<file path="config.mk">
export PLATFORM = sky130hd
export DESIGN_NAME = hashed_key_value_table_top
export DESIGN_NICKNAME = d
export VERILOG_FILES = /design/src/rtl/hkv_pkg.sv /design/src/rtl/hkv_ctrl.sv /design/src/rtl/hkv_dp.sv /design/src/rtl/hashed_key_value_table_top.sv
export SDC_FILE = /design/constraint.sdc
export NUM_CORES = 2
export LEC_CHECK = 0
export ABC_CLOCK_PERIOD_IN_PS = 16700
export BUFFER_PORTS_ARGS = -buffer_cell sky130_fd_sc_hd__buf_2
export CAP_MARGIN = 25
export CORE_ASPECT_RATIO = 1.75
export CORE_MARGIN = 5
export CORE_UTILIZATION = 45
export CTS_CLUSTER_DIAMETER = 150
export CTS_CLUSTER_SIZE = 24
export DETAILED_ROUTE_END_ITERATION = 12
export HOLD_SLACK_MARGIN = 0.15
export PLACE_DENSITY = 0.68
export SLEW_MARGIN = 0
export SYNTH_ARGS = -nofsm -noshare
export SYNTH_HDL_FRONTEND = slang
export SYNTH_HIERARCHICAL = 1
export SYNTH_SLANG_ARGS = --single-unit
</file>
<file path="constraint.sdc">
create_clock -name clock -period 16.7 [get_ports clock]
set_input_delay 4.175 -clock clock [delete_from_list [all_inputs] [get_ports clock]]
set_output_delay 4.175 -clock clock [all_outputs]
set_load 0.03 [all_outputs]
</file>
<file path="src/rtl/hkv_pkg.sv">
`timescale 1ns / 1ps
// ----------------------------------------------------------------------------
// hkv_pkg
// shared types and constants of the hashed key-value table
// ----------------------------------------------------------------------------
package hkv_pkg;
   localparam logic [31:0] HASH_MUL = 32'h045d9f3b;
   localparam logic [4:0] COUNT_RESET = 5'd10;
   localparam logic OP_UPDATE = 1'b0;
   localparam logic OP_REMOVE = 1'b1;

   // controller to datapath
   typedef struct packed {
      logic load;      // capture request
      logic mul1;      // first hash round
      logic mul2;      // second hash round
      logic fin;       // final xor, start modulo
      logic mod_step;  // one restoring subtract
      logic scan_step; // inspect one slot
      logic commit;    // apply update or remove, form result
   } hkv_cmd_type;

   // datapath to controller
   typedef struct packed {
      logic mod_done;
      logic scan_done;
   } hkv_sts_type;
endpackage

</file>
<file path="src/rtl/hkv_ctrl.sv">
`timescale 1ns / 1ps
// ----------------------------------------------------------------------------
// hkv_ctrl
// sequencer for one request: hash, modulo, bucket scan, commit
// ----------------------------------------------------------------------------
module hkv_ctrl
   import hkv_pkg::*;
(
   input  logic        clock,
   input  logic        reset,
   input  logic        req_fire,
   output logic        busy,
   output logic        done,
   input  hkv_sts_type sts,
   output hkv_cmd_type cmd
);
   localparam logic [2:0] ST_IDLE = 3'd0;
   localparam logic [2:0] ST_MUL1 = 3'd1;
   localparam logic [2:0] ST_MUL2 = 3'd2;
   localparam logic [2:0] ST_FIN  = 3'd3;
   localparam logic [2:0] ST_MOD  = 3'd4;
   localparam logic [2:0] ST_SCAN = 3'd5;
   localparam logic [2:0] ST_COMM = 3'd6;

   logic [2:0] state_ff, state_in;

   always_comb begin
      state_in = state_ff;
      cmd = '0;
      cmd.load = req_fire;
      case (state_ff)
         ST_IDLE: if (req_fire) state_in = ST_MUL1;
         ST_MUL1: begin cmd.mul1 = 1'b1; state_in = ST_MUL2; end
         ST_MUL2: begin cmd.mul2 = 1'b1; state_in = ST_FIN; end
         ST_FIN:  begin cmd.fin = 1'b1; state_in = ST_MOD; end
         ST_MOD: begin
            cmd.mod_step = 1'b1;
            if (sts.mod_done) state_in = ST_SCAN;
         end
         ST_SCAN: begin
            cmd.scan_step = 1'b1;
            if (sts.scan_done) state_in = ST_COMM;
         end
         ST_COMM: begin cmd.commit = 1'b1; state_in = ST_IDLE; end
         default: state_in = ST_IDLE;
      endcase
   end

   assign busy = (state_ff != ST_IDLE);
   assign done = (state_ff == ST_COMM);

   always_ff @(posedge clock) begin
      if (reset) begin
         state_ff <= ST_IDLE;
      end else begin
         state_ff <= state_in;
      end
   end
endmodule

</file>
<file path="src/rtl/hkv_dp.sv">
`timescale 1ns / 1ps
// ----------------------------------------------------------------------------
// hkv_dp
// hash datapath, serial modulo and slot store
// ----------------------------------------------------------------------------
module hkv_dp
   import hkv_pkg::*;
#(
   parameter int NUM_BUCKETS      = 16,
   parameter int SLOTS_PER_BUCKET = 4
) (
   input  logic        clock,
   input  logic        reset,
   input  hkv_cmd_type cmd,
   output hkv_sts_type sts,
   input  logic [4:0]  count,
   input  logic        req_op,
   input  logic [31:0] req_key,
   input  logic [31:0] req_value,
   output logic        res_success,
   output logic [3:0]  res_bucket
);
   localparam int TOTAL = NUM_BUCKETS * SLOTS_PER_BUCKET;
   localparam int SW = (TOTAL > 1) ? $clog2(TOTAL) : 1;
   localparam int BW = (NUM_BUCKETS > 1) ? $clog2(NUM_BUCKETS) : 1;
   localparam int IW = (SLOTS_PER_BUCKET > 1) ? $clog2(SLOTS_PER_BUCKET) : 1;
   localparam int CW = $clog2(NUM_BUCKETS + 1);
   localparam int RW = (CW > 5) ? CW : 5;

   logic        op_ff;
   logic [31:0] key_ff, val_ff, h_ff, h_in;
   logic [31:0] rem_ff;            // remainder in progress
   logic [5:0]  bit_ff;            // bits left to shift in
   logic [RW-1:0] eff;
   logic [RW:0] trial;
   logic [31:0] quo_ff;            // dividend bits still to shift
   logic [BW-1:0] bucket_ff;
   logic [IW:0] idx_ff;
   logic        hit_ff, free_ff;
   logic [SW-1:0] hit_slot_ff, free_slot_ff, cur;
   logic [TOTAL-1:0] valid_ff;
   logic [31:0] key_mem [TOTAL];
   logic [31:0] val_mem [TOTAL];
   logic [31:0] rd_key_ff;
   logic        rd_ok_ff;
   logic [SW-1:0] rd_slot_ff;

   // clamp register count to 1..NUM_BUCKETS
   always_comb begin
      eff = RW'(count);
      if (count == 5'd0) eff = RW'(1);
      if (RW'(count) > RW'(NUM_BUCKETS)) eff = RW'(NUM_BUCKETS);
   end

   assign h_in = cmd.mul1 ? ((key_ff >> 16) ^ key_ff) * HASH_MUL
                          : ((h_ff >> 16) ^ h_ff) * HASH_MUL;
   assign trial = {rem_ff[RW-1:0], quo_ff[31]} - {1'b0, eff};
   assign cur = SW'(SW'(bucket_ff) * SW'(SLOTS_PER_BUCKET) + SW'(idx_ff));

   assign sts.mod_done  = (bit_ff == 6'd1);
   assign sts.scan_done = (idx_ff == (IW+1)'(SLOTS_PER_BUCKET));

   always_ff @(posedge clock) begin
      if (cmd.load) begin
         op_ff <= req_op; key_ff <= req_key; val_ff <= req_value;
      end
      if (cmd.mul1 || cmd.mul2) h_ff <= h_in;
      if (cmd.fin) begin
         quo_ff <= (h_ff >> 16) ^ h_ff;
         rem_ff <= '0;
         bit_ff <= 6'd32;
      end
      if (cmd.mod_step) begin
         quo_ff <= {quo_ff[30:0], 1'b0};
         bit_ff <= bit_ff - 6'd1;
         if (!trial[RW]) rem_ff <= 32'(trial[RW-1:0]);
         else rem_ff <= {rem_ff[30:0], quo_ff[31]};
         idx_ff <= '0;
         hit_ff <= 1'b0; free_ff <= 1'b0;
         rd_ok_ff <= 1'b0;
      end
      if (cmd.mod_step && sts.mod_done)
         bucket_ff <= BW'(!trial[RW] ? trial[RW-1:0] : {rem_ff[RW-2:0], quo_ff[31]});
      // scan: read one slot per cycle, compare the previous read
      if (cmd.scan_step) begin
         if (!sts.scan_done) begin
            rd_key_ff  <= key_mem[cur];
            rd_slot_ff <= cur;
            idx_ff     <= idx_ff + (IW+1)'(1);
         end
         rd_ok_ff <= !sts.scan_done;
         if (rd_ok_ff) begin
            if (valid_ff[rd_slot_ff]) begin
               if (!hit_ff && rd_key_ff == key_ff) begin
                  hit_ff <= 1'b1; hit_slot_ff <= rd_slot_ff;
               end
            end else if (!free_ff) begin
               free_ff <= 1'b1; free_slot_ff <= rd_slot_ff;
            end
         end
      end
      if (cmd.commit) begin
         if (op_ff == OP_UPDATE) begin
            if (hit_ff) begin
               val_mem[hit_slot_ff] <= val_ff;
            end else if (free_ff) begin
               key_mem[free_slot_ff] <= key_ff;
               val_mem[free_slot_ff] <= val_ff;
            end
         end
      end
   end

   always_ff @(posedge clock) begin
      if (reset) begin
         valid_ff <= '0;
      end else if (cmd.commit) begin
         if (op_ff == OP_UPDATE && !hit_ff && free_ff) valid_ff[free_slot_ff] <= 1'b1;
         if (op_ff == OP_REMOVE && hit_ff) valid_ff[hit_slot_ff] <= 1'b0;
      end
   end

   // scan flags are final during the commit cycle
   assign res_success = (op_ff == OP_UPDATE) ? (hit_ff || free_ff) : hit_ff;
   assign res_bucket  = res_success ? 4'(bucket_ff) : 4'd0;
endmodule

</file>
<file path="src/rtl/hashed_key_value_table_top.sv">
`timescale 1ns / 1ps
// ----------------------------------------------------------------------------
// hashed_key_value_table_top
// key-value table with integer hash over a bucketed slot store
// ----------------------------------------------------------------------------
// channel   dir   contents
// req       in    tdata {value, key, op}, op in bit 0
// rsp       out   tdata {bucket_index, success}, success in bit 0
// csr       in    bucket count write, 5 bits
//
// one request at a time; steps from acceptance to the response
// handshake: two hash multiply rounds, a final xor, a 32-step restoring
// modulo, a bucket scan, a commit, then the registered response
// the serial modulo dominates the latency
// reset clears the valid marks at once, no clearing pass
// a waiting response blocks the next request; the next request can be taken
// in the cycle the response is taken
// ----------------------------------------------------------------------------
module hashed_key_value_table_top
   import hkv_pkg::*;
#(
   parameter int NUM_BUCKETS      = 16,
   parameter int SLOTS_PER_BUCKET = 4
) (
   input  logic        clock,
   input  logic        reset,
   input  logic        req_tvalid,
   output logic        req_tready,
   input  logic [71:0] req_tdata,  // op[0], key[32:1], value[64:33], zero pad
   output logic        rsp_tvalid,
   input  logic        rsp_tready,
   output logic [7:0]  rsp_tdata,  // success[0], bucket_index[4:1], zero pad
   input  logic        csr_we,
   input  logic [4:0]  csr_wdata
);
   hkv_cmd_type cmd;
   hkv_sts_type sts;
   logic busy, done, res_success, req_fire;
   logic [3:0] res_bucket;
   logic [4:0] count_ff;
   logic rsp_valid_ff;
   logic [4:0] rsp_data_ff;

   // accept while idle and the response slot is free or being drained
   assign req_tready = !busy && (!rsp_valid_ff || rsp_tready);
   assign req_fire = req_tvalid && req_tready;

   always_ff @(posedge clock) begin
      if (reset) begin
         count_ff <= COUNT_RESET;
         rsp_valid_ff <= 1'b0;
      end else begin
         if (csr_we) count_ff <= csr_wdata;
         if (done) rsp_valid_ff <= 1'b1;
         else if (rsp_tready) rsp_valid_ff <= 1'b0;
      end
      if (done) rsp_data_ff <= {res_bucket, res_success};
   end

   assign rsp_tvalid = rsp_valid_ff;
   assign rsp_tdata = {3'b000, rsp_data_ff};

   hkv_ctrl u_ctrl (
      .clock(clock), .reset(reset), .req_fire(req_fire),
      .busy(busy), .done(done), .sts(sts), .cmd(cmd)
   );

   hkv_dp #(
      .NUM_BUCKETS(NUM_BUCKETS), .SLOTS_PER_BUCKET(SLOTS_PER_BUCKET)
   ) u_dp (
      .clock(clock), .reset(reset), .cmd(cmd), .sts(sts),
      .count(count_ff), .req_op(req_tdata[0]), .req_key(req_tdata[32:1]),
      .req_value(req_tdata[64:33]), .res_success(res_success),
      .res_bucket(res_bucket)
   );
endmodule

</file>
== Word-level counts from Yosys, hierarchy flattened ==
Memories as Yosys holds them, arrays and structs flattened. A register that Yosys moved wholly into a read port is not among the register bits.
Cells that the tools add are included.
Storage, ports and cells
  bits in registers: 214
  latch bits: 0
  RAM bits: 2048
  bits in read-only memories: 0
  input bits: 82
  output and inout bits: 10
  word-level logic and storage cells: 135
  memories kept: 1
Memory list
  u_dp.key_mem: words 64, bits a word 32, rd ports 1, clocked after memory_dff 1, write ports 1, RTL line hkv_dp.sv:42  | logic [31:0] key_mem [TOTAL];
Cells by class
  add/sub/neg operators: 4
  $mul: 2
  divide/modulo/power cells: 0
  magnitude comparators: 6
  eq/ne operators: 12
  shift operators: 0
  multiplexer cells: 54
  bitwise gates (word level): 9
  reduce and logical (&&, ||, !) cells: 26
Operators with widths (count)
  two-way mux 64 bit: 4
  two-way mux 32 bit: 3
  AND 64 bit: 1
  multiplier 32 x 27 -> 32 bit (second input constant): 2
  inverter 64 bit: 1
  OR 64 bit: 1
  XOR 16 x 32 -> 32 bit: 2
  == test 32 bit: 1
  two-way mux 1 bit: 29
  two-way mux 5 bit: 5
  < comparator 6 x 7 -> 1 bit (second input constant): 3
  two-way mux 3 bit: 6
  case mux 3 bit (6 select lines): 1
  demux 1 bit (select 6 bit): 2
  == test 3 bit (second input constant): 4
  >= comparator 6 x 1 -> 1 bit (second input constant): 2
  two-way mux 6 bit: 2
  logical AND 1 bit: 9
  AND reduction 4 bit: 2
  adder 6 x 3 -> 6 bit: 1
  binary-select mux 1 bit (select 6 bit): 1
  == test 3 x 2 -> 1 bit (second input constant): 2
  == test 6 x 1 -> 1 bit (second input constant): 1
  nonzero test 2 bit: 3
  other kinds (16): 25

== Longest topological paths before layout ==
  depth after elaboration: 10
  depth in mapped cells: 26
  mapped depth without buffers: 26

== By module ==
The synthesis kept the hierarchy.
By module, submodules not included
  hkv_dp: instances 1, cells an instance 5735, area each 105844.0 um^2, seq. area each 67765.0 um^2
  hashed_key_value_table_top: instances 1, cells an instance 30, area each 411.6 um^2, seq. area each 270.3 um^2
  hkv_ctrl: instances 1, cells an instance 26, area each 196.4 um^2, seq. area each 60.1 um^2

== Worst setup path before layout ==
OpenSTA, ideal clock, no wires.
  path type: in2out
  start: in rsp_tready
  end: out req_tready
  arrival: 4.627 ns
  data required time: 12.525 ns
  slack: 7.898 ns
  stages on the path: 2
  path buffers: 0
  path through: nor2b_1 -> nor2_1
On the way
  cells in the longest elaborated chain, start to end: 2
Ends and longest elaborated chain
  start, declared: RTL line hashed_key_value_table_top.sv:31  | input logic rsp_tready,
  logical OR 1 bit: RTL line hashed_key_value_table_top.sv:45  | assign req_tready = !busy && (!rsp_valid_ff || rsp_tready);
  logical AND 1 bit: RTL line hashed_key_value_table_top.sv:45
  end, declared: RTL line hashed_key_value_table_top.sv:28  | output logic req_tready,
Every way passes these cells.

== Final worst setup path ==
Ends and elaborated chain as after synthesis.

==> impl_metrics.yaml <==
global_routing:
  globalRoute.totalOverflow: 0
  groute.layer.met3.usage_pct: 3.35
  maximum_number_of_pins_on_one_net_before_global_route_repair: 128
  global_route.usage.total_pct: 23.7
  grt_antenna_before_repair: 16
  grt_use_met1_pct: 24.9
  globalRoute.busiestLayer: "met2"
  number_of_global_route_vias_before_repair: 56000
  first_pass_grt_wire_length_um: 411000
  grt_util_met2_pct: 43.9
setup_path:
  r2r_cells: 25
  worst-r2r-setup-slack_ns: 7.83
  top_cell_family_by_delay_on_the_critical_path: "simple AND/OR/NAND/NOR gates"
  arrival_ns: 4.77
  cp-end-kind: "output port"
  reg2reg_to: "u_dp/h_ff[30]$_DFFE_PP_"
  crit_type: "in2out"
  cpPeakStageDelay_ns: 0.25
  worstReg2RegStart: "u_dp/h_ff[25]$_DFFE_PP_"
  cp.buffers_inverters: 2
  timing.critical_path.mode_cell: "sky130_fd_sc_hd__buf_2"
  crit_slowest_cell: "sky130_fd_sc_hd__nor2b_1"
  worst_ep_required_time_ns: 12.52
  worst_setup_path_start_kind: "primary input"
  path_max_fanout: 3
  crit_chain: "buf_2 > nor2b_1 > nor2_1 > buf_2"
synthesis:
  yosys_reg_bits: 2294
  yosysWarnings: 6
  synth_edf_count: 2215
  register_area_share_after_synthesis_pct: 64.0
  synth.distinct_cells: 73
  yosys.area.top_type_share_pct: 62.5
  async_reset_ff_share_pct: 0
  post_synth_instance_area_mm2: 0.106
  synthesis.area_per_instance_um2: 18.4
  synth_top_cells_by_area: "sky130_fd_sc_hd__edfxtp_1 62%, sky130_fd_sc_hd__mux4_2 14%, sky130_fd_sc_hd__fa_1 7.6%, sky130_fd_sc_hd__ha_1 4.0%, sky130_fd_sc_hd__inv_1 3.0%"
  syn_inst: 5791
  yosys.area.top_type: "sky130_fd_sc_hd__edfxtp_1"
  postSynth.topFlopCell: "sky130_fd_sc_hd__edfxtp_1"
run:
  drv_cap: 0
cts:
  cts_inserted_buffers: 106
  tritoncts: "built"
  clkSinkCount: 2294
  cts-hold-fix-buffers: 0
  total_setup_buffers_inserted_after_cts: 0
  clockRootBuffer: "sky130_fd_sc_hd__clkbuf_16"
  worstSkewPairLatency_ns: 0.83
  clk_path_buf_depth: 3
  cts.clk_slew.worst_paths_ns: 0.10
  htreeDepth: 3
  cts_resized: 0
floorplan:
  fp-row-count: 236
  design.core.area_mm2: 0.236
  die_area_mm2: 0.247
  die_h_um: 653
  die_w_um: 378
  io-pin-count: 92
  initial_core_util_pct: 45.1
route:
  routed-via-count: 53000
  drc_errors: 0
  avgViaCountPerCell: 5.84
  first_pass_iters: 6
  dr.first_iter.drc_count: 4956
  routed_wire_length_per_instance_um: 32.0
  ant_nets: 0
  route.final.wire_length_um: 290000
timing:
  report.final.hold_viol_count: 0
  setup_repair_after_global_routing_missed_its_margin: "false"
  slew_headroom_pct: 27.4
  finalMaxSlewViolations: 0
  final.min_clock_period_ns: 8.95
  fmax_ghz: 0.112
  worstMarginPinSlew_ns: 1.08
  setup_viol_count_final: 0
  period_utilization_post_route_pct: 53.6
  clock_skew_ns: 0.0909
  timing.setup.tns_ns: 0
place:
  routabilityCongestion: 0.973
  hpwl_detailed_um: 192000
  place.port_buffers: 49
outcome:
  run_status: "finished, final reports clean"
worst_hold_path:
  holdPathStages: 1
  worstHoldPathType: "reg2reg"
  hp-start: "u_dp/valid_ff[49]$_SDFFE_PP0P_"
  min_to: "u_dp/valid_ff[49]$_SDFFE_PP0P_"
final_layout:
  layout.nets: 6738
  fraction_of_final_layout_cells_sized_beyond_drive_strength_1_pct: 18.6
  number_of_filler_instances_in_the_final_layout: 19200
  syn_to_final_growth_pct: 7.72
==> synthesized netlist by cell type, types with 7 or more instances <==
cell                       number
sky130_fd_sc_hd__mux4_2       681
sky130_fd_sc_hd__clkbuf_1     126
sky130_fd_sc_hd__nor2_1       203
sky130_fd_sc_hd__nor2b_1       19
sky130_fd_sc_hd__a211oi_1      70
sky130_fd_sc_hd__nand2b_1      19
sky130_fd_sc_hd__inv_1        854
sky130_fd_sc_hd__o21ai_0       68
sky130_fd_sc_hd__nor3_1        15
sky130_fd_sc_hd__nand4_1       13
sky130_fd_sc_hd__edfxtp_1    2215
sky130_fd_sc_hd__ha_1         340
sky130_fd_sc_hd__xnor2_1      147
sky130_fd_sc_hd__xor2_1        86
sky130_fd_sc_hd__or2_2         15
sky130_fd_sc_hd__dfxtp_1       79
sky130_fd_sc_hd__buf_1         23
sky130_fd_sc_hd__or3_1          7
sky130_fd_sc_hd__nand3_1       14
sky130_fd_sc_hd__nand2_1      106
sky130_fd_sc_hd__fa_1         406
sky130_fd_sc_hd__a21oi_1       59
sky130_fd_sc_hd__mux4_1        12
sky130_fd_sc_hd__mux2_2         7
sky130_fd_sc_hd__o21a_1        12
sky130_fd_sc_hd__a21o_1        39
sky130_fd_sc_hd__and2_1        10
sky130_fd_sc_hd__buf_2         38
==> worst max path at each step <==
stage / startpoint / end / slack (ns) / cells past startpoint
final: rsp_tready / req_tready / 7.75 / 4
after global routing: u_dp/h_ff[16]$_DFFE_PP_ / u_dp/h_ff[30]$_DFFE_PP_ / 7.49 / 25
after CTS: rsp_tready / req_tready / 7.75 / 4
after detailed placement: rsp_tready / req_tready / 7.76 / 4
after global placement: rsp_tready / req_tready / 7.81 / 4
after floorplan: rsp_tready / req_tready / 7.90 / 2
==> layout make-up <==
type | count | area [µm²] | area share [%]
Inverter | 854 | 3210 | 2.80
Clock inverter | 10 | 236 | 0.206
Sequential cell | 2294 | 68100 | 59.4
Timing Repair Buffer | 205 | 1500 | 1.31
Multi-Input combinational cell | 2449 | 34900 | 30.4
Tap cell | 3094 | 3870 | 3.38
Clock buffer | 160 | 2860 | 2.49
Antenna cell | 6 | 15.0 | 0.0131
==> through the flow <==
| step | instances | setup slack (ns) | instance area, µm² | util, % | hold slack, ns |
|---|---|---|---|---|---|
| floorplan | 5793 | 7.90 | 106000 | - | 0.432 |
| finish | 9072 | 7.75 | 115000 | 48.6 | 0.474 |
| global placement | 8892 | 7.81 | 111000 | 47.3 | 0.441 |
| global route | 9069 | 7.49 | 115000 | 48.6 | 0.493 |
| detailed placement | 8896 | 7.76 | 112000 | 47.3 | 0.454 |
| CTS | 9066 | 7.75 | 115000 | 48.6 | 0.477 |
==> per-layer routing <==
metal / wire (µm) / vias up
met5: 77 / -
met4: 24100 / 12
met3: 15700 / 662
met2: 158000 / 1971
met1: 92000 / 28400
li1: - / 21900
==> state kept, by name, summed over array words and instances (netlist names), 4 cells and up <==
name,cells
u_dp/key_mem,2048
rsp_data_ff,5
u_dp/key_ff,32
u_dp/rd_slot_ff,6
u_dp/quo_ff,32
u_dp/rem_ff,5
u_dp/rd_key_ff,32
u_dp/bit_ff,6
u_dp/valid_ff,64
count_ff,5
u_dp/hit_slot_ff,6
u_dp/free_slot_ff,6
u_dp/h_ff,32
u_dp/bucket_ff,4
==> cells by family (layout without fill, tap and decap cells) <==
group	count (synthesis)	count (layout)	synth area share, %
multiplexers	706	706	14.8
flip-flops	2294	2294	64.0
other	1	9	0.00352
AO/OA/AOI/OAI	302	302	1.86
adder cells (fa/ha/maj)	746	746	11.6
XOR/XNOR	233	233	1.92
buffers and inverters	1050	1229	3.80
AND/OR/NAND/NOR	459	459	1.99
==> worst reg2reg max path: stages, from the launching register on <==
cell                        delay (ns)
sky130_fd_sc_hd__edfxtp_1         0.34
sky130_fd_sc_hd__buf_4            0.29
sky130_fd_sc_hd__xor2_1           0.78
sky130_fd_sc_hd__inv_1            0.30
sky130_fd_sc_hd__fa_1             0.64
sky130_fd_sc_hd__inv_1            0.07
sky130_fd_sc_hd__ha_1             0.26
sky130_fd_sc_hd__inv_1            0.35
sky130_fd_sc_hd__fa_1             0.55
sky130_fd_sc_hd__fa_1             0.53
sky130_fd_sc_hd__inv_1            0.05
sky130_fd_sc_hd__ha_1             0.29
sky130_fd_sc_hd__fa_1             0.49
sky130_fd_sc_hd__inv_1            0.05
sky130_fd_sc_hd__fa_1             0.48
sky130_fd_sc_hd__inv_1            0.05
sky130_fd_sc_hd__ha_1             0.35
sky130_fd_sc_hd__nand4_1          0.39
sky130_fd_sc_hd__a2111oi_0        0.53
sky130_fd_sc_hd__o21a_1           0.40
sky130_fd_sc_hd__o2111ai_1        0.31
sky130_fd_sc_hd__a31oi_1          0.38
sky130_fd_sc_hd__o41ai_1          0.18
sky130_fd_sc_hd__o22ai_1          0.25
sky130_fd_sc_hd__mux2i_1          0.21
sky130_fd_sc_hd__o32ai_1          0.10
==> cell usage in the layout (no fill, tap or decap), drive strengths merged, types with 6 or more instances in the layout <==
master / synthesis / routed
nand4: 13 / 13
o21a: 12 / 12
nand2b: 20 / 20
o21ai: 68 / 68
xor2: 86 / 86
and2: 10 / 10
xnor2: 147 / 147
or2: 15 / 15
dfxtp: 79 / 79
nor3: 16 / 16
nand2: 106 / 106
a21oi: 60 / 60
ha: 340 / 340
clkbuf: 127 / 160
nor3b: 6 / 6
nor2b: 21 / 21
diode: 0 / 6
nor2: 203 / 203
mux2i: 6 / 6
a211oi: 70 / 70
clkinv: 0 / 6
buf: 69 / 205
nand3: 14 / 14
edfxtp: 2215 / 2215
and3: 7 / 7
inv: 854 / 857
fa: 406 / 406
a21o: 39 / 39
or3: 8 / 8
mux4: 693 / 693
mux2: 7 / 7
Power is left out: the tool's default activity adds up to more than one toggle a clock period on the data nets, which glitch-free logic cannot reach.
